<file path="config.mk">
export PLATFORM = sky130hd
export DESIGN_NAME = perceptron_sum_and_update
export DESIGN_NICKNAME = d
export VERILOG_FILES = /design/src/hw/rtl/psu_pkg.sv /design/src/hw/rtl/psu_wmem.sv /design/src/hw/rtl/psu_dp.sv /design/src/hw/rtl/perceptron_sum_and_update.sv
export VERILOG_INCLUDE_DIRS = /design/src /design/src/hw/rtl
export SDC_FILE = /design/constraint.sdc
export NUM_CORES = 2
export LEC_CHECK = 0
export BUFFER_PORTS_ARGS = -buffer_cell sky130_fd_sc_hd__buf_4
export CORE_ASPECT_RATIO = 1.4
export CORE_MARGIN = 2
export CORE_UTILIZATION = 65
export CTS_CLUSTER_SIZE = 8
export DETAILED_ROUTE_END_ITERATION = 7
export GPL_TIMING_DRIVEN = 1
export HOLD_SLACK_MARGIN = 0.1
export PLACE_DENSITY = 0.81
export SYNTH_ARGS = -nofsm -noshare
export SYNTH_HDL_FRONTEND = slang
export SYNTH_SLANG_ARGS = --single-unit
</file>
<file path="constraint.sdc">
create_clock -name clk_i -period 21.4 [get_ports clk_i]
set_input_delay 6.42 -clock clk_i [delete_from_list [all_inputs] [get_ports clk_i]]
set_output_delay 6.42 -clock clk_i [all_outputs]
set_load 0.01 [all_outputs]
</file>
<file path="src/hw/rtl/perceptron_sum_and_update_defines.svh">
// assertion macros used by psu_wmem and perceptron_sum_and_update, clocked on clk_i and gated by rst_ni
`ifndef PERCEPTRON_SUM_AND_UPDATE_DEFINES_SVH
`define PERCEPTRON_SUM_AND_UPDATE_DEFINES_SVH

`ifndef SYNTHESIS
`define PSU_ASSERT(lbl, prop) \
  lbl: assert property (@(posedge clk_i) disable iff (!rst_ni) (prop)) \
    else $error("psu assertion failed");
`define PSU_ASSERT_IMP(lbl, ante, cons) \
  lbl: assert property (@(posedge clk_i) disable iff (!rst_ni) (ante) |-> (cons)) \
    else $error("psu implication failed");
`define PSU_ASSERT_NEXT(lbl, ante, cons) \
  lbl: assert property (@(posedge clk_i) disable iff (!rst_ni) (ante) |=> (cons)) \
    else $error("psu next-cycle check failed");
`else
`define PSU_ASSERT(lbl, prop)
`define PSU_ASSERT_IMP(lbl, ante, cons)
`define PSU_ASSERT_NEXT(lbl, ante, cons)
`endif

`endif

</file>
<file path="src/hw/rtl/psu_pkg.sv">
`default_nettype none

package psu_pkg;

  localparam int FEATURES = 16;
  localparam int DEPTH    = FEATURES + 1;
  localparam int AW       = $clog2(DEPTH);

  localparam int X_W    = 16;
  localparam int LR_W   = 16;
  localparam int W_W    = 32;
  localparam int ACC_W  = 48;
  localparam int P1_W   = LR_W + X_W + 1;
  localparam int FRAC_W = 16;

  localparam logic [LR_W-1:0] LEARN_RATE_RST = 16'd6554;
  localparam logic [X_W-1:0]  BIAS_INPUT_RST = 16'd256;
  localparam logic [ACC_W:0]  RND_HALF       = (ACC_W + 1)'(1) << (FRAC_W - 1);

  localparam logic [ACC_W-1:0] ACC_MAX = {1'b0, {(ACC_W - 1){1'b1}}};
  localparam logic [ACC_W-1:0] ACC_MIN = {1'b1, {(ACC_W - 1){1'b0}}};
  localparam logic [W_W-1:0]   W_MAX   = {1'b0, {(W_W - 1){1'b1}}};
  localparam logic [W_W-1:0]   W_MIN   = {1'b1, {(W_W - 1){1'b0}}};

  typedef enum logic [0:0] {
    REG_LEARN_RATE = 1'b0,
    REG_BIAS_INPUT = 1'b1
  } cfg_reg_e;

  typedef enum logic [0:0] {
    CMD_EVAL = 1'b0,
    CMD_CORR = 1'b1
  } cmd_e;

  typedef struct packed {
    logic p1_load;
    logic mul;
    logic upd;
    logic corr;
    logic row_clr;
  } dp_ctrl_t;

endpackage

`default_nettype wire

</file>
<file path="src/hw/rtl/psu_wmem.sv">
`default_nettype none
`include "perceptron_sum_and_update_defines.svh"

module psu_wmem (
  input  logic                         clk_i,
  input  logic                         rst_ni,
  input  logic                         re_i,
  input  logic [psu_pkg::AW-1:0]       raddr_i,
  input  logic                         we_i,
  input  logic [psu_pkg::AW-1:0]       waddr_i,
  input  logic [psu_pkg::W_W-1:0]      wdata_i,
  output logic [psu_pkg::W_W-1:0]      rdata_o
);
  import psu_pkg::*;

  logic [W_W-1:0]   mem_q [DEPTH];
  logic [DEPTH-1:0] valid_q;
  logic [W_W-1:0]   rdata_q;

  always_ff @(posedge clk_i) begin
    if (we_i) begin
      mem_q[waddr_i] <= wdata_i;
    end
    // an entry never written since reset reads as zero
    if (re_i) begin
      rdata_q <= valid_q[raddr_i] ? mem_q[raddr_i] : '0;
    end
  end

  always_ff @(posedge clk_i or negedge rst_ni) begin
    if (!rst_ni) begin
      valid_q <= '0;
    end else if (we_i) begin
      valid_q[waddr_i] <= 1'b1;
    end
  end

  assign rdata_o = rdata_q;

  `PSU_ASSERT_IMP(a_no_rw_same_entry, re_i && we_i, raddr_i != waddr_i)
  `PSU_ASSERT_NEXT(a_valid_after_write, we_i, valid_q[$past(waddr_i)])
  `PSU_ASSERT_NEXT(a_unwritten_reads_zero, re_i && !valid_q[raddr_i], rdata_o == '0)

endmodule

`default_nettype wire

</file>
<file path="src/hw/rtl/psu_dp.sv">
`default_nettype none

module psu_dp (
  input  logic                        clk_i,
  input  logic                        rst_ni,
  input  psu_pkg::dp_ctrl_t           ctrl_i,
  input  logic [psu_pkg::LR_W-1:0]    lr_i,
  input  logic [psu_pkg::X_W-1:0]     err_i,
  input  logic [psu_pkg::X_W-1:0]     x_i,
  input  logic [psu_pkg::W_W-1:0]     w_i,
  output logic [psu_pkg::W_W-1:0]     wdata_o,
  output logic [psu_pkg::ACC_W-1:0]   acc_o,
  output logic                        sat_o
);
  import psu_pkg::*;

  logic [P1_W-1:0]        p1_q;
  logic [P1_W-1:0]        mul_a;
  logic [P1_W+X_W-1:0]    mul_full;
  logic [ACC_W-1:0]       prod_q;
  logic [W_W-1:0]         w_q;

  logic [ACC_W:0]         sum;
  logic                   acc_ovf;
  logic [ACC_W-1:0]       acc_sat;
  logic [ACC_W:0]         rnd;
  logic [ACC_W-FRAC_W:0]  delta;
  logic [W_W+1:0]         wsum;
  logic                   w_ovf;

  logic [ACC_W-1:0]       acc_d, acc_q;
  logic                   sat_d, sat_q;

  // learn_rate * error, taken straight from the accepted beat
  always_ff @(posedge clk_i) begin
    if (ctrl_i.p1_load) begin
      p1_q <= $signed({1'b0, lr_i}) * $signed(err_i);
    end
  end

  // one shared multiplier: eta*err*x on correct, w*x on evaluate
  assign mul_a    = ctrl_i.corr ? p1_q : {w_i[W_W-1], w_i};
  assign mul_full = $signed(mul_a) * $signed(x_i);

  always_ff @(posedge clk_i) begin
    if (ctrl_i.mul) begin
      prod_q <= mul_full[ACC_W-1:0];
      w_q    <= w_i;
    end
  end

  assign sum     = {acc_q[ACC_W-1], acc_q} + {prod_q[ACC_W-1], prod_q};
  assign acc_ovf = sum[ACC_W] ^ sum[ACC_W-1];
  assign acc_sat = acc_ovf ? (sum[ACC_W] ? ACC_MIN : ACC_MAX) : sum[ACC_W-1:0];

  // round half up, then floor shift back to q16.16
  assign rnd   = {prod_q[ACC_W-1], prod_q} + RND_HALF;
  assign delta = rnd[ACC_W:FRAC_W];
  assign wsum  = {{2{w_q[W_W-1]}}, w_q} + {delta[ACC_W-FRAC_W], delta};
  assign w_ovf = !((wsum[W_W+1:W_W-1] == 3'b000) || (wsum[W_W+1:W_W-1] == 3'b111));

  always_comb begin
    if (w_ovf) begin
      wdata_o = wsum[W_W+1] ? W_MIN : W_MAX;
    end else begin
      wdata_o = wsum[W_W-1:0];
    end
  end

  always_comb begin
    acc_d = acc_q;
    sat_d = sat_q;
    if (ctrl_i.row_clr) begin
      acc_d = '0;
      sat_d = 1'b0;
    end else if (ctrl_i.upd) begin
      if (ctrl_i.corr) begin
        sat_d = sat_q | w_ovf;
      end else begin
        acc_d = acc_sat;
        sat_d = sat_q | acc_ovf;
      end
    end
  end

  always_ff @(posedge clk_i or negedge rst_ni) begin
    if (!rst_ni) begin
      acc_q <= '0;
      sat_q <= 1'b0;
    end else begin
      acc_q <= acc_d;
      sat_q <= sat_d;
    end
  end

  assign acc_o = acc_q;
  assign sat_o = sat_q;

endmodule

`default_nettype wire

</file>
<file path="src/hw/rtl/perceptron_sum_and_update.sv">
// flow: idle takes a beat and reads its weight from the one memory, mul multiplies, upd
// adds the product or writes the corrected weight back; a row's first beat passes mul and
// upd twice (bias, then feature weight), beats past the feature count go straight to done,
// and no beat is taken before idle; a row's last beat waits in done for a free output
// reset: async active low; clears control, sum and flags, restores learn_rate and bias_input
// defaults, and clears the weight valid bits so every weight reads zero at once
`default_nettype none
`include "perceptron_sum_and_update_defines.svh"

module perceptron_sum_and_update (
  input  logic                 clk_i,
  input  logic                 rst_ni,

  input  logic                 cfg_we_i,
  input  psu_pkg::cfg_reg_e    cfg_idx_i,
  input  logic [15:0]          cfg_data_i,

  input  logic                 s_axis_tvalid,
  output logic                 s_axis_tready,
  input  logic [31:0]          s_axis_tdata,   // feature [15:0], error [31:16]
  input  logic [0:0]           s_axis_tuser,   // cmd [0]
  input  logic                 s_axis_tlast,   // row_last

  output logic                 m_axis_tvalid,
  input  logic                 m_axis_tready,
  output logic [47:0]          m_axis_tdata,   // weighted_sum [47:0]
  output logic [0:0]           m_axis_tuser    // saturated [0]
);
  import psu_pkg::*;

  typedef enum logic [3:0] {
    S_IDLE = 4'b0001,
    S_MUL  = 4'b0010,
    S_UPD  = 4'b0100,
    S_DONE = 4'b1000
  } state_e;

  state_e           state_d, state_q;
  logic [AW-1:0]    idx_d, idx_q;
  logic             bias_op_d, bias_op_q;

  logic [LR_W-1:0]  lr_q;
  logic [X_W-1:0]   bias_q;

  cmd_e             cmd_q;
  logic [X_W-1:0]   feat_q;
  logic             last_q;

  logic             m_valid_q;
  logic [ACC_W-1:0] sum_out_q;
  logic             sat_out_q;

  logic             s_acc;
  logic             out_load;
  logic [AW-1:0]    feat_addr;
  logic             re;
  logic [AW-1:0]    raddr;
  logic             we;
  logic [AW-1:0]    waddr;
  logic [W_W-1:0]   rdata;
  logic [W_W-1:0]   wdata;
  logic [X_W-1:0]   x_sel;
  logic [ACC_W-1:0] acc;
  logic             sat;
  dp_ctrl_t         ctrl;

  assign s_acc         = s_axis_tvalid & s_axis_tready;
  assign s_axis_tready = (state_q == S_IDLE);
  assign feat_addr     = idx_q + AW'(1);
  assign waddr         = bias_op_q ? '0 : feat_addr;
  assign x_sel         = bias_op_q ? bias_q : feat_q;

  always_ff @(posedge clk_i or negedge rst_ni) begin
    if (!rst_ni) begin
      lr_q   <= LEARN_RATE_RST;
      bias_q <= BIAS_INPUT_RST;
    end else if (cfg_we_i) begin
      unique case (cfg_idx_i)
        REG_LEARN_RATE: lr_q   <= cfg_data_i;
        REG_BIAS_INPUT: bias_q <= cfg_data_i;
      endcase
    end
  end

  always_ff @(posedge clk_i) begin
    if (s_acc) begin
      cmd_q  <= cmd_e'(s_axis_tuser[0]);
      feat_q <= s_axis_tdata[X_W-1:0];
      last_q <= s_axis_tlast;
    end
  end

  always_comb begin
    state_d      = state_q;
    idx_d        = idx_q;
    bias_op_d    = bias_op_q;
    re           = 1'b0;
    raddr        = feat_addr;
    we           = 1'b0;
    out_load     = 1'b0;
    ctrl         = '0;
    ctrl.corr    = (cmd_q == CMD_CORR);
    unique case (state_q)
      S_IDLE: begin
        if (s_acc) begin
          ctrl.p1_load = 1'b1;
          if (idx_q == '0) begin
            // row start: bias weight first, then the first feature weight
            re        = 1'b1;
            raddr     = '0;
            bias_op_d = 1'b1;
            state_d   = S_MUL;
          end else if (idx_q != AW'(FEATURES)) begin
            re      = 1'b1;
            state_d = S_MUL;
          end else begin
            state_d = S_DONE;
          end
        end
      end
      S_MUL: begin
        ctrl.mul = 1'b1;
        state_d  = S_UPD;
      end
      S_UPD: begin
        ctrl.upd = 1'b1;
        we       = ctrl.corr;
        if (bias_op_q) begin
          // feature entry differs from the bias entry being written
          bias_op_d = 1'b0;
          re        = 1'b1;
          state_d   = S_MUL;
        end else begin
          idx_d   = feat_addr;
          state_d = S_DONE;
        end
      end
      S_DONE: begin
        if (!last_q) begin
          state_d = S_IDLE;
        end else if (!m_valid_q || m_axis_tready) begin
          out_load     = 1'b1;
          ctrl.row_clr = 1'b1;
          idx_d        = '0;
          state_d      = S_IDLE;
        end
      end
      default: begin
        state_d = S_IDLE;
      end
    endcase
  end

  always_ff @(posedge clk_i or negedge rst_ni) begin
    if (!rst_ni) begin
      state_q   <= S_IDLE;
      idx_q     <= '0;
      bias_op_q <= 1'b0;
      m_valid_q <= 1'b0;
    end else begin
      state_q   <= state_d;
      idx_q     <= idx_d;
      bias_op_q <= bias_op_d;
      if (out_load) begin
        m_valid_q <= 1'b1;
      end else if (m_axis_tready) begin
        m_valid_q <= 1'b0;
      end
    end
  end

  always_ff @(posedge clk_i) begin
    if (out_load) begin
      sum_out_q <= acc;
      sat_out_q <= sat;
    end
  end

  assign m_axis_tvalid   = m_valid_q;
  assign m_axis_tdata    = sum_out_q;
  assign m_axis_tuser[0] = sat_out_q;

  psu_wmem u_wmem (
    .clk_i   (clk_i),
    .rst_ni  (rst_ni),
    .re_i    (re),
    .raddr_i (raddr),
    .we_i    (we),
    .waddr_i (waddr),
    .wdata_i (wdata),
    .rdata_o (rdata)
  );

  psu_dp u_dp (
    .clk_i   (clk_i),
    .rst_ni  (rst_ni),
    .ctrl_i  (ctrl),
    .lr_i    (lr_q),
    .err_i   (s_axis_tdata[2*X_W-1:X_W]),
    .x_i     (x_sel),
    .w_i     (rdata),
    .wdata_o (wdata),
    .acc_o   (acc),
    .sat_o   (sat)
  );

  `PSU_ASSERT(a_idx_range, idx_q <= AW'(FEATURES))
  `PSU_ASSERT_IMP(a_bias_op_at_row_start, bias_op_q, idx_q == '0)
  `PSU_ASSERT_NEXT(a_row_clear, out_load, idx_q == '0 && acc == '0 && !sat)

endmodule

`default_nettype wire

</file>
==> summary.md <==
| Metric | Value |
|---|---|
| Hold_buf cts | 0 |
| Most frequent cell after synthesis | inv_1 |
| Antenna cells | 0 |
| Syn avg cell area | 11.3 µm² |
| CTS sink cnt | 865 |
| Max incr delay on CP | ~0.57 ns |
| Syn Inst Count | 5708 |
| CTS clk-pin slew, worst paths | 0.05 ns |
| Final Max Slew Viols | 0 |
| Yosys top cell area share | about a third |
| Share of layout cells above drive strength 1 | 9.91% |
| Dpl ws | around 8.5 ns |
| Number of synthesized register bits | 865 |
| Hold Fails Final Rpt | 0 |
| Top cells by count, synth | inv_1 (861), edfxtp_1 (756), fa_1 (690) |
| Post-DR wirelength/cell | 24.8 µm |
| Vias per cell | 6.35 |
| Die area | around 100000 µm² |
| Outcome | finished with violations |
| IO Port Bufs | 106 |
| Fin Clk Skew | 0.114 ns |
| 1st-iter DRT viols | approximately 5100 |
| Period utilization | 56.8% |
| Remaining Overflow, GRT | 0 |
| Worst setup SP type | primary input |
| EDFF count, synth | 756 |
| Min setup slack post-route | 9.23 ns |
| Worst endpoint required time | 21.83 ns |
| Most area-hungry cell type in the Yosys netlist | edfxtp_1 |
| Max_slew headroom | 15.4% |
| DRC errors left | 1 |
| Sequential share of the synthesized area | 39.4% |
| Worst-Margin Slew | roughly 1.2 ns |
| Drt first pass iters | 8 |
| Setup bufs post-CTS | 0 |
| Most used cell, CP | fa_1 |
| Syn Nets | about 6800 |
| Failing checks | design-rule violations |
| NumNets Final | 6827 |
| CTS Buffer Depth | 3 |
| Most frequently used flop master after synthesis | edfxtp_1 |
| Hpwl dp | 123000 µm |
| Area of the core | 98400 µm² |
| Final core utilization | 71.4% |
| Post_cts resized | 0 |
| CTS tree | yes |
| CP Capture Type | register |
| Setup TNS Final | 0 ns |
| R2R Path Start | cmd_q |
| H-tree Lvls | 3 |
| All-Layer GR Usage | 35.2% |
| CTS root buffer | clkbuf_16 |
| Initial core utilization | 65.6% |
| Initial antenna violation count | 2 |
| Setup Viol. Count Final | 0 |
| First-pass GRT wire length | approximately 270000 µm |
| Ports | 107 |
| Crit path kind | in -> reg |
| Worst skew pair latency | 0.79 ns |
| Via count | 45300 |
| FMAX | 0.0822 GHz |
| Launch point of the critical path | s_axis_tdata[20] |
| Die height | about 380 µm |
| CP cell instances | buf_4, nand2_1, fa_1, inv_1, fa_1, inv_1, fa_1, inv_1, fa_1, inv_1, fa_1, inv_1, fa_1, ha_1, a21oi_1, o21ai_0, a21o_1, a21o_1, o31a_1, a311oi_1, a21oi_1, o31ai_1, mux2i_1, and4_1 |
| Row count | around 140 |
| Worst-path fanout max | 16 |
| Total of max-cap violations | 0 |
| DIE WIDTH | 270 µm |
| Async S/R FF share, synth | 12.6% |
| RSZ-0062 raised after global routing | no |
| TritonCTS Buffers | 119 |
| Worst path arrival time | 12.59 ns |
| Yosys warning count | 0 |
| Largest net degree at the start of global routing | 183 |
| ANT nets after route | 0 |
| Final min period | around 12 ns |
| HP Class | reg -> reg |
| Vias in the first global route | 46400 |
| Mapped Area | ~65000 µm² |
| Worst path slowest cell | fa_1 |
| Hold_sp | u_dp.acc_o[2] |
| Unique masters post-synth | 94 |
| Post-Route WL | 177000 µm |
| Synth top area cells | edfxtp_1 (35%), fa_1 (21%), ha_1 (6.2%) |
| Area Growth Syn to Fin | 8.77% |
| GPL Wtd Cong | about 0.97 |
## routing by layer
layer  GRT usage, %  share of wire, %  wire length [µm]
met4           23.3               7.6             13500
met5              0            0.0073                13
met3           7.13               9.7             17300
met2           57.7                49             86400
met1           42.5                34             60000
## path summary, 6_finish.rpt
check                                          to  slack, ns  depth (start not counted)
worst max-delay path                u_dp.p1_q[32]       9.23                         24
worst min-delay path              m_axis_tdata[2]       0.46                          0
worst max register to register    u_dp.prod_q[47]      12.72                         24
worst min register to register    m_axis_tdata[2]       0.46                          0
max in group asynchronous              bias_q[15]      14.12                          3
min in group asynchronous       u_wmem.valid_q[8]       5.62                          1
## cells in the final DEF, fill, tap and decap left out, types with 115 or more instances in the layout
cell,Yosys,final
a21oi_1,213,212
and2_1,129,129
buf_4,4,162
clkbuf_16,0,119
edfxtp_1,756,756
fa_1,690,690
ha_1,320,319
inv_1,861,860
mux2_2,143,143
nand2_1,641,640
nor2_1,417,399
o21ai_0,116,115
xnor2_1,120,119
## per-stage QoR
stage | cell area (µm²) | instances | hold WS (ns)
after floorplan | 64600 | 5708 | 0.417
after global placement | 66800 | 6951 | 0.446
after detailed placement | 66800 | 6951 | 0.449
after CTS | 70200 | 7141 | 0.462
after global routing | 70200 | 7141 | 0.472
final | 70200 | 7141 | 0.457
## critical path: cells and delay by family
family	cells	cell delay (ns)
AOI/OAI and AO/OA	8	1.96
adders and majority gates	7	3.37
buffers and inverters	6	0.48
muxes	1	0.12
and+or+nand+nor	2	0.26
## area by class of cell
class / instances / area (µm²)
Fill cell: 6663 / 28100
Sequential cell: 865 / 25400
Timing Repair Buffer: 163 / 1240
Multi-Input combinational cell: 3750 / 35200
Inverter: 862 / 3240
Clock inverter: 9 / 224
Tap cell: 1311 / 1640
Clock buffer: 181 / 3230
## sequential cells by signal, indices dropped and copies added (netlist names)
name and flops:
bias_op_q 1, bias_q 16, cmd_q 1, feat_q 16, idx_q 5, last_q 1
lr_q 16, m_axis_tdata 48, m_axis_tuser 1, m_axis_tvalid 1, state_q 4, u_dp.acc_o 48
u_dp.p1_q 33, u_dp.prod_q 48, u_dp.sat_o 1, u_dp.w_q 32, u_wmem.mem_q 544, u_wmem.rdata_o 32
u_wmem.valid_q 17
## cells by family (layout without fill, tap and decap cells)
logic type	count (synthesis)	in the layout	synth area share, %
AO/OA/AOI/OAI	842	842	8.96
XOR/XNOR	178	178	2.43
adder cells (fa/ha/maj)	1010	1010	27.6
buffers and inverters	1093	1215	6.50
flip-flops	865	865	39.4
multiplexers	284	284	5.32
AND/OR/NAND/NOR	1436	1436	9.79
Power is not shown: default switching activity piles up to over one toggle a cycle in this logic, so the estimate is an artifact.
